===== src/rtl/core/assert_macros.svh =====
// ----------------------------------------------------------------------------
// assert_macros
// Concurrent assertion helpers shared by the quantizer rtl.
// ----------------------------------------------------------------------------
`ifndef ASSERT_MACROS_SVH
`define ASSERT_MACROS_SVH

// same-cycle implication, disabled while reset is asserted
`define MSPQ_ASSERT_IMPL(name, clk, rst_n, ante, cons) \
	name: assert property (@(posedge clk) disable iff (!rst_n) (ante) |-> (cons)) \
		else $error("same-cycle check failed");

// next-cycle implication, disabled while reset is asserted
`define MSPQ_ASSERT_NEXT(name, clk, rst_n, ante, cons) \
	name: assert property (@(posedge clk) disable iff (!rst_n) (ante) |=> (cons)) \
		else $error("next-cycle check failed");

`endif


===== src/rtl/core/mspq_pkg.sv =====
// ----------------------------------------------------------------------------
// mspq_pkg
// Types, constants and scale tables of the pitch quantizer.
// ----------------------------------------------------------------------------
`default_nettype none

package mspq_pkg;

	localparam int PITCH_W = 16;
	localparam int NOTE_W  = 9;
	localparam int CORR_W  = 12;
	localparam int NW      = 13;   // internal note width
	localparam int APB_AW  = 4;
	localparam int APB_DW  = 32;

	localparam int SEMIS_PER_OCT = 12;

	// divide by three: (u * DIV3_MUL) >> DIV3_SHIFT, exact for u below 2**DIV3_SHIFT
	localparam int DIV3_W     = 12;
	localparam int PW         = 2 * DIV3_W;
	localparam int DIV3_MUL   = 2731;
	localparam int DIV3_SHIFT = 13;
	localparam int TQ_W       = 11;
	localparam int OCT_BIAS   = 512;
	localparam int U_BIAS     = 3 * OCT_BIAS;

	typedef enum logic [1:0] {
		LOCK_CHROMATIC = 2'd0,
		LOCK_SCALE     = 2'd1,
		LOCK_ROOT      = 2'd2
	} lock_mode_t;

	typedef enum logic [1:0] {
		REG_LOCK_MODE    = 2'd0,
		REG_ROOT_KEY     = 2'd1,
		REG_SCALE_SELECT = 2'd2
	} reg_idx_t;

	typedef enum logic [3:0] {
		SCALE_MAJOR      = 4'd0,
		SCALE_MINOR      = 4'd1,
		SCALE_HARM_MINOR = 4'd2,
		SCALE_MEL_MINOR  = 4'd3,
		SCALE_DORIAN     = 4'd4,
		SCALE_PHRYGIAN   = 4'd5,
		SCALE_LYDIAN     = 4'd6,
		SCALE_MIXOLYDIAN = 4'd7,
		SCALE_LOCRIAN    = 4'd8,
		SCALE_MAJ_PENTA  = 4'd9,
		SCALE_MIN_PENTA  = 4'd10,
		SCALE_CHROMATIC  = 4'd11
	} scale_t;

	typedef struct packed {
		logic [1:0] lock_mode;
		logic [3:0] root_key;
		logic [3:0] scale_select;
	} cfg_t;

	// bit i set when the scale holds the interval of i semitones
	function automatic logic [11:0] scale_mask(input logic [3:0] sel);
		logic [11:0] mask;
		unique case (sel)
			SCALE_MAJOR:      mask = 12'hAB5;
			SCALE_MINOR:      mask = 12'h5AD;
			SCALE_HARM_MINOR: mask = 12'h9AD;
			SCALE_MEL_MINOR:  mask = 12'hAAD;
			SCALE_DORIAN:     mask = 12'h6AD;
			SCALE_PHRYGIAN:   mask = 12'h5AB;
			SCALE_LYDIAN:     mask = 12'hAD5;
			SCALE_MIXOLYDIAN: mask = 12'h6B5;
			SCALE_LOCRIAN:    mask = 12'h56B;
			SCALE_MAJ_PENTA:  mask = 12'h295;
			SCALE_MIN_PENTA:  mask = 12'h4A9;
			default:          mask = 12'hFFF;
		endcase
		return mask;
	endfunction

	// highest scale note at or below the semitone
	function automatic logic [3:0] scale_lo(input logic [11:0] mask, input logic [3:0] semi);
		logic [3:0] lo;
		int i;
		lo = '0;
		for (i = 0; i < SEMIS_PER_OCT; i++) begin
			if (mask[i] && (4'(i) <= semi)) begin
				lo = 4'(i);
			end
		end
		return lo;
	endfunction

	// lowest scale note above the semitone, the next octave root if none
	function automatic logic [3:0] scale_hi(input logic [11:0] mask, input logic [3:0] semi);
		logic [3:0] hi;
		int i;
		hi = 4'(SEMIS_PER_OCT);
		for (i = SEMIS_PER_OCT - 1; i >= 0; i--) begin
			if (mask[i] && (4'(i) > semi)) begin
				hi = 4'(i);
			end
		end
		return hi;
	endfunction

endpackage

`default_nettype wire


===== src/rtl/core/mspq_if.sv =====
// ----------------------------------------------------------------------------
// mspq_if
// Beat channels of the quantizer: pitch in, snapped note out.
// ----------------------------------------------------------------------------
`default_nettype none

interface mspq_pitch_if;
	logic                                valid;
	logic                                ready;
	logic signed [mspq_pkg::PITCH_W-1:0] pitch_in;

	modport source (output valid, output pitch_in, input ready);
	modport sink   (input valid, input pitch_in, output ready);
endinterface

interface mspq_note_if;
	logic                               valid;
	logic                               ready;
	logic signed [mspq_pkg::NOTE_W-1:0] snapped_note;
	logic signed [mspq_pkg::CORR_W-1:0] correction;

	modport source (output valid, output snapped_note, output correction, input ready);
	modport sink   (input valid, input snapped_note, input correction, output ready);
endinterface

`default_nettype wire


===== src/rtl/core/musical_scale_pitch_quantizer_unit.sv =====
// depth: a pitch beat passes five register stages, s1 to s5, before its note beat is out
// throughput: one beat per cycle while the output is ready; full stages hold while it waits
// the five register stages and the divide-by-three reciprocal multiply set the depth
// reset: stage valids clear, config returns to scale lock, key C, natural minor
// ----------------------------------------------------------------------------
// musical_scale_pitch_quantizer_unit
// Snaps a fixed-point pitch to a chromatic, root or scale note grid and
// returns the note with the saturated correction toward it.
// ----------------------------------------------------------------------------
`default_nettype none

module musical_scale_pitch_quantizer_unit #(
	parameter int FRAC_BITS = 8
) (
	input  wire                               clk,
	input  wire                               arst_n,
	mspq_pitch_if.sink                        pitch,
	mspq_note_if.source                       note,
	input  wire                               psel,
	input  wire                               penable,
	input  wire                               pwrite,
	input  wire  [mspq_pkg::APB_AW-1:0]       paddr,
	input  wire  [mspq_pkg::APB_DW-1:0]       pwdata,
	output logic [mspq_pkg::APB_DW-1:0]       prdata,
	output logic                              pready
);

	mspq_pkg::cfg_t cfg;

	logic                                 mid_valid;
	logic                                 mid_ready;
	logic signed [mspq_pkg::PITCH_W-1:0]  mid_x;
	logic signed [mspq_pkg::NW-1:0]       mid_note_chrom;
	logic [mspq_pkg::PW-1:0]              mid_p_root;
	logic [mspq_pkg::PW-1:0]              mid_p_sc;
	logic [mspq_pkg::DIV3_W-1:0]          mid_u;
	logic [FRAC_BITS+1:0]                 mid_low;
	logic                                 mid_rel_neg;

	mspq_cfg_regs u_cfg (
		.clk     (clk),
		.arst_n  (arst_n),
		.psel    (psel),
		.penable (penable),
		.pwrite  (pwrite),
		.paddr   (paddr),
		.pwdata  (pwdata),
		.prdata  (prdata),
		.pready  (pready),
		.cfg     (cfg)
	);

	mspq_reduce #(
		.FRAC_BITS (FRAC_BITS)
	) u_reduce (
		.clk            (clk),
		.arst_n         (arst_n),
		.cfg            (cfg),
		.in_valid       (pitch.valid),
		.in_ready       (pitch.ready),
		.pitch_in       (pitch.pitch_in),
		.out_valid      (mid_valid),
		.out_ready      (mid_ready),
		.x_out          (mid_x),
		.note_chrom_out (mid_note_chrom),
		.p_root_out     (mid_p_root),
		.p_sc_out       (mid_p_sc),
		.u_out          (mid_u),
		.low_out        (mid_low),
		.rel_neg_out    (mid_rel_neg)
	);

	mspq_snap #(
		.FRAC_BITS (FRAC_BITS)
	) u_snap (
		.clk           (clk),
		.arst_n        (arst_n),
		.cfg           (cfg),
		.in_valid      (mid_valid),
		.in_ready      (mid_ready),
		.x_in          (mid_x),
		.note_chrom_in (mid_note_chrom),
		.p_root_in     (mid_p_root),
		.p_sc_in       (mid_p_sc),
		.u_in          (mid_u),
		.low_in        (mid_low),
		.rel_neg_in    (mid_rel_neg),
		.out_valid     (note.valid),
		.out_ready     (note.ready),
		.snapped_note  (note.snapped_note),
		.correction    (note.correction)
	);

endmodule

`default_nettype wire


===== src/rtl/core/mspq_cfg_regs.sv =====
// ----------------------------------------------------------------------------
// mspq_cfg_regs
// APB register file holding lock mode, root key and scale select.
// ----------------------------------------------------------------------------
`default_nettype none

module mspq_cfg_regs (
	input  wire                              clk,
	input  wire                              arst_n,
	input  wire                              psel,
	input  wire                              penable,
	input  wire                              pwrite,
	input  wire  [mspq_pkg::APB_AW-1:0]      paddr,
	input  wire  [mspq_pkg::APB_DW-1:0]      pwdata,
	output logic [mspq_pkg::APB_DW-1:0]      prdata,
	output logic                             pready,
	output mspq_pkg::cfg_t                   cfg
);

	logic [1:0]     reg_idx;
	logic           wr_en;
	mspq_pkg::cfg_t cfg_q;

	assign reg_idx = paddr[3:2];
	assign pready  = 1'b1;
	assign wr_en   = psel && penable && pwrite && pready;
	assign cfg     = cfg_q;

	always_ff @(posedge clk or negedge arst_n) begin
		if (!arst_n) begin
			cfg_q.lock_mode    <= mspq_pkg::LOCK_SCALE;
			cfg_q.root_key     <= '0;
			cfg_q.scale_select <= mspq_pkg::SCALE_MINOR;
		end else if (wr_en) begin
			unique case (reg_idx)
				mspq_pkg::REG_LOCK_MODE:    cfg_q.lock_mode    <= pwdata[1:0];
				mspq_pkg::REG_ROOT_KEY:     cfg_q.root_key     <= pwdata[3:0];
				mspq_pkg::REG_SCALE_SELECT: cfg_q.scale_select <= pwdata[3:0];
				default: ;
			endcase
		end
	end

	always_comb begin
		unique case (reg_idx)
			mspq_pkg::REG_LOCK_MODE:    prdata = mspq_pkg::APB_DW'(cfg_q.lock_mode);
			mspq_pkg::REG_ROOT_KEY:     prdata = mspq_pkg::APB_DW'(cfg_q.root_key);
			mspq_pkg::REG_SCALE_SELECT: prdata = mspq_pkg::APB_DW'(cfg_q.scale_select);
			default:                    prdata = '0;
		endcase
	end

endmodule

`default_nettype wire


===== src/rtl/core/mspq_reduce.sv =====
// ----------------------------------------------------------------------------
// mspq_reduce
// Front stages: key offset, chromatic rounding and octave reduction products.
// ----------------------------------------------------------------------------
`default_nettype none

module mspq_reduce #(
	parameter int FRAC_BITS = 8
) (
	input  wire                                  clk,
	input  wire                                  arst_n,
	input  mspq_pkg::cfg_t                       cfg,
	input  wire                                  in_valid,
	output logic                                 in_ready,
	input  wire signed [mspq_pkg::PITCH_W-1:0]   pitch_in,
	output logic                                 out_valid,
	input  wire                                  out_ready,
	output logic signed [mspq_pkg::PITCH_W-1:0]  x_out,
	output logic signed [mspq_pkg::NW-1:0]       note_chrom_out,
	output logic [mspq_pkg::PW-1:0]              p_root_out,
	output logic [mspq_pkg::PW-1:0]              p_sc_out,
	output logic [mspq_pkg::DIV3_W-1:0]          u_out,
	output logic [FRAC_BITS+1:0]                 low_out,
	output logic                                 rel_neg_out
);

	localparam int F  = FRAC_BITS;
	localparam int XW = mspq_pkg::PITCH_W + 1;
	localparam int RW = ((F + 4 > mspq_pkg::PITCH_W) ? F + 4 : mspq_pkg::PITCH_W) + 2;
	localparam int NW = mspq_pkg::NW;
	localparam int PW = mspq_pkg::PW;
	localparam int DW = mspq_pkg::DIV3_W;

	localparam logic [XW:0] HALF_ONE = (XW + 1)'(1) << (F - 1);
	localparam logic [RW:0] SIX_ONE  = (RW + 1)'(6) << F;

	logic en1, en2;

	// stage 1
	logic signed [XW-1:0] xs;
	logic [XW-1:0]        ax;
	logic [XW:0]          rsum;
	logic [NW-1:0]        mag;
	logic signed [NW-1:0] note_chrom;
	logic signed [RW-1:0] x_ext;
	logic [RW-1:0]        key_off;
	logic signed [RW-1:0] rel;

	logic                 v_s1;
	logic signed [mspq_pkg::PITCH_W-1:0] x_s1;
	logic signed [RW-1:0] rel_s1;
	logic signed [NW-1:0] note_chrom_s1;

	// stage 2
	logic [RW-1:0]        abs_rel;
	logic [RW:0]          v_root;
	logic [DW-1:0]        t_root;
	logic signed [RW-1:0] rel_sh;
	logic signed [RW-1:0] u_wide;
	logic [DW-1:0]        u_sc;
	logic [PW-1:0]        p_root;
	logic [PW-1:0]        p_sc;

	logic                 v_s2;
	logic signed [mspq_pkg::PITCH_W-1:0] x_s2;
	logic signed [NW-1:0] note_chrom_s2;
	logic [PW-1:0]        p_root_s2;
	logic [PW-1:0]        p_sc_s2;
	logic [DW-1:0]        u_s2;
	logic [F+1:0]         low_s2;
	logic                 rel_neg_s2;

	assign en2      = !v_s2 || out_ready;
	assign en1      = !v_s1 || en2;
	assign in_ready = en1;

	// chromatic rounding, halves away from zero
	always_comb begin
		xs         = XW'(pitch_in);
		ax         = xs[XW-1] ? XW'(-xs) : XW'(xs);
		rsum       = {1'b0, ax} + HALF_ONE;
		mag        = NW'(rsum >> F);
		note_chrom = xs[XW-1] ? NW'(-mag) : mag;
		x_ext      = RW'(pitch_in);
		key_off    = RW'(cfg.root_key) << F;
		rel        = x_ext - $signed(key_off);
	end

	always_ff @(posedge clk or negedge arst_n) begin
		if (!arst_n) begin
			v_s1 <= 1'b0;
			v_s2 <= 1'b0;
		end else begin
			if (en1) begin
				v_s1 <= in_valid;
			end
			if (en2) begin
				v_s2 <= v_s1;
			end
		end
	end

	always_ff @(posedge clk) begin
		if (en1) begin
			x_s1          <= pitch_in;
			rel_s1        <= rel;
			note_chrom_s1 <= note_chrom;
		end
	end

	// root mode quotient and floor octave index, both divided by three
	always_comb begin
		abs_rel = rel_s1[RW-1] ? RW'(-rel_s1) : RW'(rel_s1);
		v_root  = {1'b0, abs_rel} + SIX_ONE;
		t_root  = DW'(v_root >> (F + 2));
		rel_sh  = rel_s1 >>> (F + 2);
		u_wide  = rel_sh + $signed(RW'(mspq_pkg::U_BIAS));
		u_sc    = u_wide[DW-1:0];
		p_root  = PW'(t_root) * PW'(mspq_pkg::DIV3_MUL);
		p_sc    = PW'(u_sc) * PW'(mspq_pkg::DIV3_MUL);
	end

	always_ff @(posedge clk) begin
		if (en2) begin
			x_s2          <= x_s1;
			note_chrom_s2 <= note_chrom_s1;
			p_root_s2     <= p_root;
			p_sc_s2       <= p_sc;
			u_s2          <= u_sc;
			low_s2        <= rel_s1[F+1:0];
			rel_neg_s2    <= rel_s1[RW-1];
		end
	end

	assign out_valid      = v_s2;
	assign x_out          = x_s2;
	assign note_chrom_out = note_chrom_s2;
	assign p_root_out     = p_root_s2;
	assign p_sc_out       = p_sc_s2;
	assign u_out          = u_s2;
	assign low_out        = low_s2;
	assign rel_neg_out    = rel_neg_s2;

endmodule

`default_nettype wire


===== src/rtl/core/mspq_snap.sv =====
// ----------------------------------------------------------------------------
// mspq_snap
// Back stages: scale note pick, mode select and saturated correction.
// ----------------------------------------------------------------------------
`default_nettype none

`include "assert_macros.svh"

module mspq_snap #(
	parameter int FRAC_BITS = 8
) (
	input  wire                                  clk,
	input  wire                                  arst_n,
	input  mspq_pkg::cfg_t                       cfg,
	input  wire                                  in_valid,
	output logic                                 in_ready,
	input  wire signed [mspq_pkg::PITCH_W-1:0]   x_in,
	input  wire signed [mspq_pkg::NW-1:0]        note_chrom_in,
	input  wire [mspq_pkg::PW-1:0]               p_root_in,
	input  wire [mspq_pkg::PW-1:0]               p_sc_in,
	input  wire [mspq_pkg::DIV3_W-1:0]           u_in,
	input  wire [FRAC_BITS+1:0]                  low_in,
	input  wire                                  rel_neg_in,
	output logic                                 out_valid,
	input  wire                                  out_ready,
	output logic signed [mspq_pkg::NOTE_W-1:0]   snapped_note,
	output logic signed [mspq_pkg::CORR_W-1:0]   correction
);

	localparam int F  = FRAC_BITS;
	localparam int NW = mspq_pkg::NW;
	localparam int DW = mspq_pkg::DIV3_W;
	localparam int QW = mspq_pkg::TQ_W;
	localparam int CW = ((NW + F > mspq_pkg::PITCH_W) ? NW + F : mspq_pkg::PITCH_W) + 1;

	localparam logic signed [CW-1:0] SAT_ONE   = CW'(6) <<< F;
	localparam logic signed [CW-1:0] HALF_ONE  = CW'(1) <<< (F - 1);
	localparam logic signed [CW-1:0] SCALE_GAP = CW'(3) <<< (F - 1);

	logic en3, en4, en5;

	// stage 3
	logic [QW-1:0]        q_root;
	logic [QW-1:0]        q_sc;
	logic [DW-1:0]        rem_full;
	logic [3:0]           semi;
	logic [11:0]          mask;
	logic [3:0]           lo;
	logic [3:0]           hi;
	logic signed [NW-1:0] key_n;
	logic signed [NW-1:0] base_n;
	logic signed [NW-1:0] oct_note;
	logic signed [NW-1:0] qr_n;
	logic signed [NW-1:0] qr12;
	logic signed [NW-1:0] note_root;

	logic                 v_s3;
	logic signed [mspq_pkg::PITCH_W-1:0] x_s3;
	logic signed [NW-1:0] note_chrom_s3;
	logic signed [NW-1:0] note_root_s3;
	logic signed [NW-1:0] oct_note_s3;
	logic [3:0]           lo_s3;
	logic [3:0]           hi_s3;
	logic [3:0]           semi_s3;
	logic [F-1:0]         frac_s3;

	// stage 4
	logic [F+3:0]         pos;
	logic [F+3:0]         dist_lo;
	logic [F+3:0]         dist_hi;
	logic [3:0]           pick;
	logic signed [NW-1:0] note_scale;
	logic signed [NW-1:0] note_sel;

	logic                 v_s4;
	logic signed [mspq_pkg::PITCH_W-1:0] x_s4;
	logic signed [NW-1:0] note_s4;

	// stage 5
	logic signed [CW-1:0] note_w;
	logic signed [CW-1:0] corr_full;
	logic signed [CW-1:0] corr_sat;

	logic                 v_s5;
	logic signed [mspq_pkg::NOTE_W-1:0] note_s5;
	logic signed [mspq_pkg::CORR_W-1:0] corr_s5;

	// assertion terms
	logic                 is_chrom;
	logic                 is_root;
	logic                 is_scale;
	logic                 near_half;
	logic                 near_gap;
	logic                 near_sat;

	assign en5      = !v_s5 || out_ready;
	assign en4      = !v_s4 || en5;
	assign en3      = !v_s3 || en4;
	assign in_ready = en3;

	always_ff @(posedge clk or negedge arst_n) begin
		if (!arst_n) begin
			v_s3 <= 1'b0;
			v_s4 <= 1'b0;
			v_s5 <= 1'b0;
		end else begin
			if (en3) begin
				v_s3 <= in_valid;
			end
			if (en4) begin
				v_s4 <= v_s3;
			end
			if (en5) begin
				v_s5 <= v_s4;
			end
		end
	end

	// octave of the key that holds the pitch, and position inside it
	always_comb begin
		q_root    = p_root_in[mspq_pkg::DIV3_SHIFT +: QW];
		q_sc      = p_sc_in[mspq_pkg::DIV3_SHIFT +: QW];
		rem_full  = u_in - DW'({q_sc, 1'b0}) - DW'(q_sc);
		semi      = {rem_full[1:0], low_in[F+1:F]};
		mask      = mspq_pkg::scale_mask(cfg.scale_select);
		lo        = mspq_pkg::scale_lo(mask, semi);
		hi        = mspq_pkg::scale_hi(mask, semi);
		key_n     = NW'(cfg.root_key);
		base_n    = $signed(NW'(q_sc)) - $signed(NW'(mspq_pkg::OCT_BIAS));
		oct_note  = key_n + (base_n <<< 3) + (base_n <<< 2);
		qr_n      = NW'(q_root);
		qr12      = (qr_n <<< 3) + (qr_n <<< 2);
		note_root = rel_neg_in ? key_n - qr12 : key_n + qr12;
	end

	always_ff @(posedge clk) begin
		if (en3) begin
			x_s3          <= x_in;
			note_chrom_s3 <= note_chrom_in;
			note_root_s3  <= note_root;
			oct_note_s3   <= oct_note;
			lo_s3         <= lo;
			hi_s3         <= hi;
			semi_s3       <= semi;
			frac_s3       <= low_in[F-1:0];
		end
	end

	// nearer of the two neighbors, tie to the lower one, then the lock mode picks the note
	always_comb begin
		pos        = {semi_s3, frac_s3};
		dist_lo    = pos - {lo_s3, {F{1'b0}}};
		dist_hi    = {hi_s3, {F{1'b0}}} - pos;
		pick       = (dist_hi < dist_lo) ? hi_s3 : lo_s3;
		note_scale = oct_note_s3 + $signed(NW'(pick));
		unique case (cfg.lock_mode)
			mspq_pkg::LOCK_CHROMATIC: note_sel = note_chrom_s3;
			mspq_pkg::LOCK_ROOT:      note_sel = note_root_s3;
			default:                  note_sel = note_scale;
		endcase
	end

	always_ff @(posedge clk) begin
		if (en4) begin
			x_s4    <= x_s3;
			note_s4 <= note_sel;
		end
	end

	always_comb begin
		note_w    = CW'(note_s4);
		corr_full = (note_w <<< F) - CW'(x_s4);
		if (corr_full > SAT_ONE) begin
			corr_sat = SAT_ONE;
		end else if (corr_full < -SAT_ONE) begin
			corr_sat = -SAT_ONE;
		end else begin
			corr_sat = corr_full;
		end
	end

	always_ff @(posedge clk) begin
		if (en5) begin
			note_s5 <= note_s4[mspq_pkg::NOTE_W-1:0];
			corr_s5 <= corr_sat[mspq_pkg::CORR_W-1:0];
		end
	end

	assign out_valid    = v_s5;
	assign snapped_note = note_s5;
	assign correction   = corr_s5;

	assign is_chrom  = v_s4 && (cfg.lock_mode == mspq_pkg::LOCK_CHROMATIC);
	assign is_root   = v_s4 && (cfg.lock_mode == mspq_pkg::LOCK_ROOT);
	assign is_scale  = v_s4 && !is_chrom && !is_root;
	assign near_half = (corr_full <= HALF_ONE) && (corr_full >= -HALF_ONE);
	assign near_gap  = (corr_full <= SCALE_GAP) && (corr_full >= -SCALE_GAP);
	assign near_sat  = (corr_full <= SAT_ONE) && (corr_full >= -SAT_ONE);

	`MSPQ_ASSERT_IMPL(a_div3_rem, clk, arst_n, v_s3 || in_valid, !in_valid || (rem_full < DW'(3)))
	`MSPQ_ASSERT_IMPL(a_chrom_near, clk, arst_n, is_chrom, near_half)
	`MSPQ_ASSERT_IMPL(a_scale_near, clk, arst_n, is_scale, near_gap)
	`MSPQ_ASSERT_IMPL(a_root_near, clk, arst_n, is_root, near_sat)
	`MSPQ_ASSERT_NEXT(a_s4_advance, clk, arst_n, v_s4 && en4, v_s5)

endmodule

`default_nettype wire

===== src/flat_wrapper.sv =====
// flat-port wrapper written by rule: the top's interface ports become plain ports
module musical_scale_pitch_quantizer_unit_flat 
#(
	parameter int FRAC_BITS = 8
)
  (clk, arst_n, psel, penable, pwrite, paddr, pwdata, prdata, pready, pitch_valid, pitch_pitch_in, pitch_ready, note_valid, note_snapped_note, note_correction, note_ready);
  mspq_pitch_if pitch_i ();
  mspq_note_if note_i ();
  input  wire clk;
  input  wire arst_n;
  input  wire psel;
  input  wire penable;
  input  wire pwrite;
  input  wire  [mspq_pkg::APB_AW-1:0] paddr;
  input  wire  [mspq_pkg::APB_DW-1:0] pwdata;
  output logic [mspq_pkg::APB_DW-1:0] prdata;
  output logic pready;
  input wire logic [$bits(pitch_i.valid)-1:0] pitch_valid;
  input wire logic [$bits(pitch_i.pitch_in)-1:0] pitch_pitch_in;
  output wire logic [$bits(pitch_i.ready)-1:0] pitch_ready;
  output wire logic [$bits(note_i.valid)-1:0] note_valid;
  output wire logic [$bits(note_i.snapped_note)-1:0] note_snapped_note;
  output wire logic [$bits(note_i.correction)-1:0] note_correction;
  input wire logic [$bits(note_i.ready)-1:0] note_ready;
  assign pitch_i.valid = pitch_valid;
  assign pitch_i.pitch_in = pitch_pitch_in;
  assign pitch_ready = pitch_i.ready;
  assign note_valid = note_i.valid;
  assign note_snapped_note = note_i.snapped_note;
  assign note_correction = note_i.correction;
  assign note_i.ready = note_ready;
  musical_scale_pitch_quantizer_unit #(.FRAC_BITS(FRAC_BITS)) u_core (.clk(clk), .arst_n(arst_n), .pitch(pitch_i), .note(note_i), .psel(psel), .penable(penable), .pwrite(pwrite), .paddr(paddr), .pwdata(pwdata), .prdata(prdata), .pready(pready));
endmodule

===== config.mk =====
export PLATFORM = sky130hd
export DESIGN_NAME = musical_scale_pitch_quantizer_unit_flat
export DESIGN_NICKNAME = d
export VERILOG_FILES = /design/src/rtl/core/mspq_pkg.sv /design/src/rtl/core/mspq_if.sv /design/src/rtl/core/musical_scale_pitch_quantizer_unit.sv /design/src/rtl/core/mspq_cfg_regs.sv /design/src/rtl/core/mspq_reduce.sv /design/src/rtl/core/mspq_snap.sv /design/src/flat_wrapper.sv
export VERILOG_INCLUDE_DIRS = /design/src /design/src/rtl/core
export SDC_FILE = /design/constraint.sdc
export NUM_CORES = 1
export LEC_CHECK = 0
export ABC_AREA = 1
export ABC_CLOCK_PERIOD_IN_PS = 6500
export BUFFER_PORTS_ARGS = -buffer_cell sky130_fd_sc_hd__clkbuf_2
export CAP_MARGIN = 40
export CORE_UTILIZATION = 40
export DETAILED_ROUTE_END_ITERATION = 6
export MAX_ROUTING_LAYER = met4
export PLACE_DENSITY_LB_ADDON = 0.1
export RECOVER_POWER = 100
export SKIP_CTS_REPAIR_TIMING = 1
export SLEW_MARGIN = 0
export SYNTH_ARGS = -nofsm -noshare
export SYNTH_HDL_FRONTEND = slang
export SYNTH_SLANG_ARGS = --single-unit

===== constraint.sdc =====
create_clock -name clk -period 6.5 [get_ports clk]
set_clock_uncertainty 0.2 [all_clocks]
set_input_delay 1.3 -clock clk [delete_from_list [all_inputs] [get_ports clk]]
set_output_delay 1.3 -clock clk [all_outputs]
set_load 0.05 [all_outputs]

==> reports/qor.yml <==
status:
  violations: "capacitance limit, slew limit"
  status: "finished, violations left"
routing:
  drt_iter0_markers: 529
  drt-total-wl_mm: 35.4
  drt-vias-per-instance: 4.73
  wl_per_cell_um: 14.6
  first_pass_iters: 6
  vias: 11500
  antenna_left: 0
  drcViolationCount: 0
timing:
  min_period_ps: 5850
  setup_violations: 0
  maxSlewHeadroom_pct: -90.4
  fmax_ghz: 0.171
  tightest_slew_ps: 2860
  rsz0062_at_grt: "false"
  period_share_pct: 90.0
  finalSetupTns_ps: 0
  finalHoldViolCount: 0
  holdWs_ps: 217
  final_max_slew_viol_count: 192
global_routing:
  grt_busiest_layer: "met2"
  grt_usage_pct: 18.1
  met3_usage_pct: 1.98
  grt_pass1_wl_mm: 57.7
  grt_max_degree: 67
  antenna_found_initial: 0
  grt_pass1_vias: 11300
  grtUsageMet2_pct: 28.9
  grt-ovfl-total: 0
  use_met1_pct: 24.9
logic_synthesis:
  ys_seq_elements: 220
  synth_edf_count: 205
  netlist.area_leader.share_pct: 37.9
  seq_area_frac_synth_pct: 40.2
  synthTopCellsByCount: "379 x nand2_1, 327 x inv_1, 205 x edfxtp_1"
  synthTopCellsByArea: "edfxtp_1 38%, ha_1 15%, nand2_1 8.8%, inv_1 7.6%, fa_1 6.0%"
  synthDistinctLibCells: 59
  syn_avg_cell_area_um2: 9.03
  yosysMostFrequentCell: "nand2_1"
  synth.yosys.warnings: 0
  synth_area_leader_cell: "edfxtp_1"
  async_flop_share_pct: 6.82
  syn-cell-area_mm2: 0.0162
  synth_ff_type: "edfxtp_1"
  synthCells: 1797
setup_path:
  ff2ff_path_depth: 25
  r2r-start: "u_core.u_reduce.x_s1[4]"
  critPathMaxFanout: 4
  crit_path_start_kind: "flop"
  reg2reg_slack_ps: 650
  cp.arrival_ps: 5940
  crit_type: "flop to flop"
  required_ps: 6590
  cp-end-kind: "flop"
  timing.rr.end: "u_core.u_reduce.p_root_out[17]"
die:
  die_h_um: 203
  dieArea_mm2: 0.0414
  initial_utilization_pct: 40.7
  coreArea_mm2: 0.0399
  ioPinCount: 115
  fp.dieW_um: 203
  placementRows: 73
worst_hold_path:
  min_path_cells: 0
  hp-start: "u_core.u_snap.x_s3[8]"
  worst_hold_path.endpoint: "u_core.u_snap.x_s4[8]"
  min_path_type: "flop to flop"
job:
  max-cap-violations: 4
cts:
  cts_tree: "built"
  numCtsBuffers: 27
  cts_root_buf: "clkbuf_16"
  clock_path_buffers: 3
  cts.sinks: 220
  cts.clk_slew.worst_paths_ps: 60
  clock_latency_ps: 550
  cts_max_level: 1
cells_and_area:
  area_growth_pct: 9.70
  diodes: 0
  final_nets: 2175
  postLayoutCoreUtil_pct: 44.6
  layout-drive-gt1-share_pct: 4.85
  fillers: 4007
place:
  dp_hpwl_mm: 29.0
  io_buffers: 55
  globalplace.congestion: 0.897
routing by layer:
metal  vias up  share of wire, %
met1      5280                51
li1       6000                 -
met2       142                45
met3        45               2.5
met4         0               1.9
met5         -                 0
layout make-up:
cell class | instances | area, um2 | area share (%)
Tap cell | 525 | 657 | 3.69
Multi-Input combinational cell | 1234 | 8240 | 46.3
Inverter | 331 | 1250 | 7.00
Clock buffer | 32 | 714 | 4.01
Clock inverter | 18 | 161 | 0.906
Sequential cell | 220 | 6530 | 36.7
Timing Repair Buffer | 63 | 256 | 1.44
sequential cells by signal, summed over array words and instances (netlist names), 8 cells and up:
register	count
u_core.u_snap.note_s4	13
u_core.u_reduce.p_sc_out	11
u_core.u_reduce.rel_s1	9
u_core.u_snap.x_s3	16
u_core.u_snap.correction	12
u_core.u_cfg.cfg	10
u_core.u_snap.snapped_note	9
u_core.u_reduce.p_root_out	8
u_core.u_reduce.x_s1	16
u_core.u_snap.oct_note_s3	11
u_core.u_reduce.note_chrom_s1	13
u_core.u_reduce.note_chrom_out	13
u_core.u_reduce.x_out	16
u_core.u_snap.note_chrom_s3	13
u_core.u_snap.note_root_s3	13
u_core.u_snap.x_s4	16
how the worst max path moves through the flow:
stage	slack [ps]	endpoint	depth (start not counted)	startpoint
after floorplan	270	pitch_ready	8	note_ready
after global placement	750	u_core.u_reduce.p_root_out[17]	25	u_core.u_reduce.x_s1[3]
after detailed placement	720	u_core.u_reduce.p_root_out[17]	25	u_core.u_reduce.x_s1[4]
after CTS	700	u_core.u_reduce.p_root_out[17]	25	u_core.u_reduce.x_s1[4]
after global routing	110	u_core.u_reduce.p_root_out[18]	26	u_core.u_reduce.x_s1[5]
final	650	u_core.u_reduce.p_root_out[17]	25	u_core.u_reduce.x_s1[4]
per-stage QoR:
step / cell area (um2) / std cells / setup WS (ps)
after floorplan: 16300 / 1826 / 275
after global placement: 17100 / 2372 / 753
after detailed placement: 17100 / 2373 / 723
after CTS: 18000 / 2423 / 696
after global routing: 17800 / 2423 / 107
final: 17800 / 2423 / 650
cells by family (layout without fill, tap and decap cells):
logic type	after synthesis	count (layout)	synth area share, %
compound gates	193	193	6.77
mux	2	2	0.139
simple gates	687	687	18.2
flops	220	220	40.2
fa+ha+maj	239	239	20.7
buf+inv	372	444	9.31
xor+xnor	82	82	4.65
other cells	2	31	0.0463
worst max-delay path, cell delays in order, from the launching register on:
cell	delay (ps)
edfxtp_1	400
nor2_1	140
and2_1	220
nand3_1	210
o21ai_0	250
xor2_1	260
nand2_1	80
nor2_1	200
nand2_1	120
o21ai_0	160
nand2_1	140
inv_1	110
ha_1	250
inv_1	130
fa_1	480
inv_1	130
fa_1	450
fa_1	490
ha_1	330
a21oi_1	200
o21ai_0	130
a21oi_1	130
nand2_1	120
nand2_1	80
nand2_1	50
xor2_1	140
cells in the final DEF, fill, tap and decap left out, drive strengths merged, types with 5 or more instances in the layout:
master | synthesis | final
nand2 | 388 | 388
inv | 329 | 330
edfxtp | 205 | 205
ha | 190 | 190
nor2 | 142 | 142
nand3 | 98 | 98
clkbuf | 6 | 93
a21oi | 83 | 83
o21ai | 67 | 67
xor2 | 56 | 56
fa | 49 | 49
conb | 2 | 31
nand4 | 29 | 29
xnor2 | 26 | 26
clkinv | 2 | 15
nor3 | 13 | 13
dfrtp | 13 | 13
o21bai | 6 | 6
nand3b | 6 | 6
o211ai | 6 | 6
a21o | 5 | 5
a211oi | 5 | 5
Power is not shown: default switching activity piles up to over one toggle a cycle in this logic, so the estimate is an artifact.
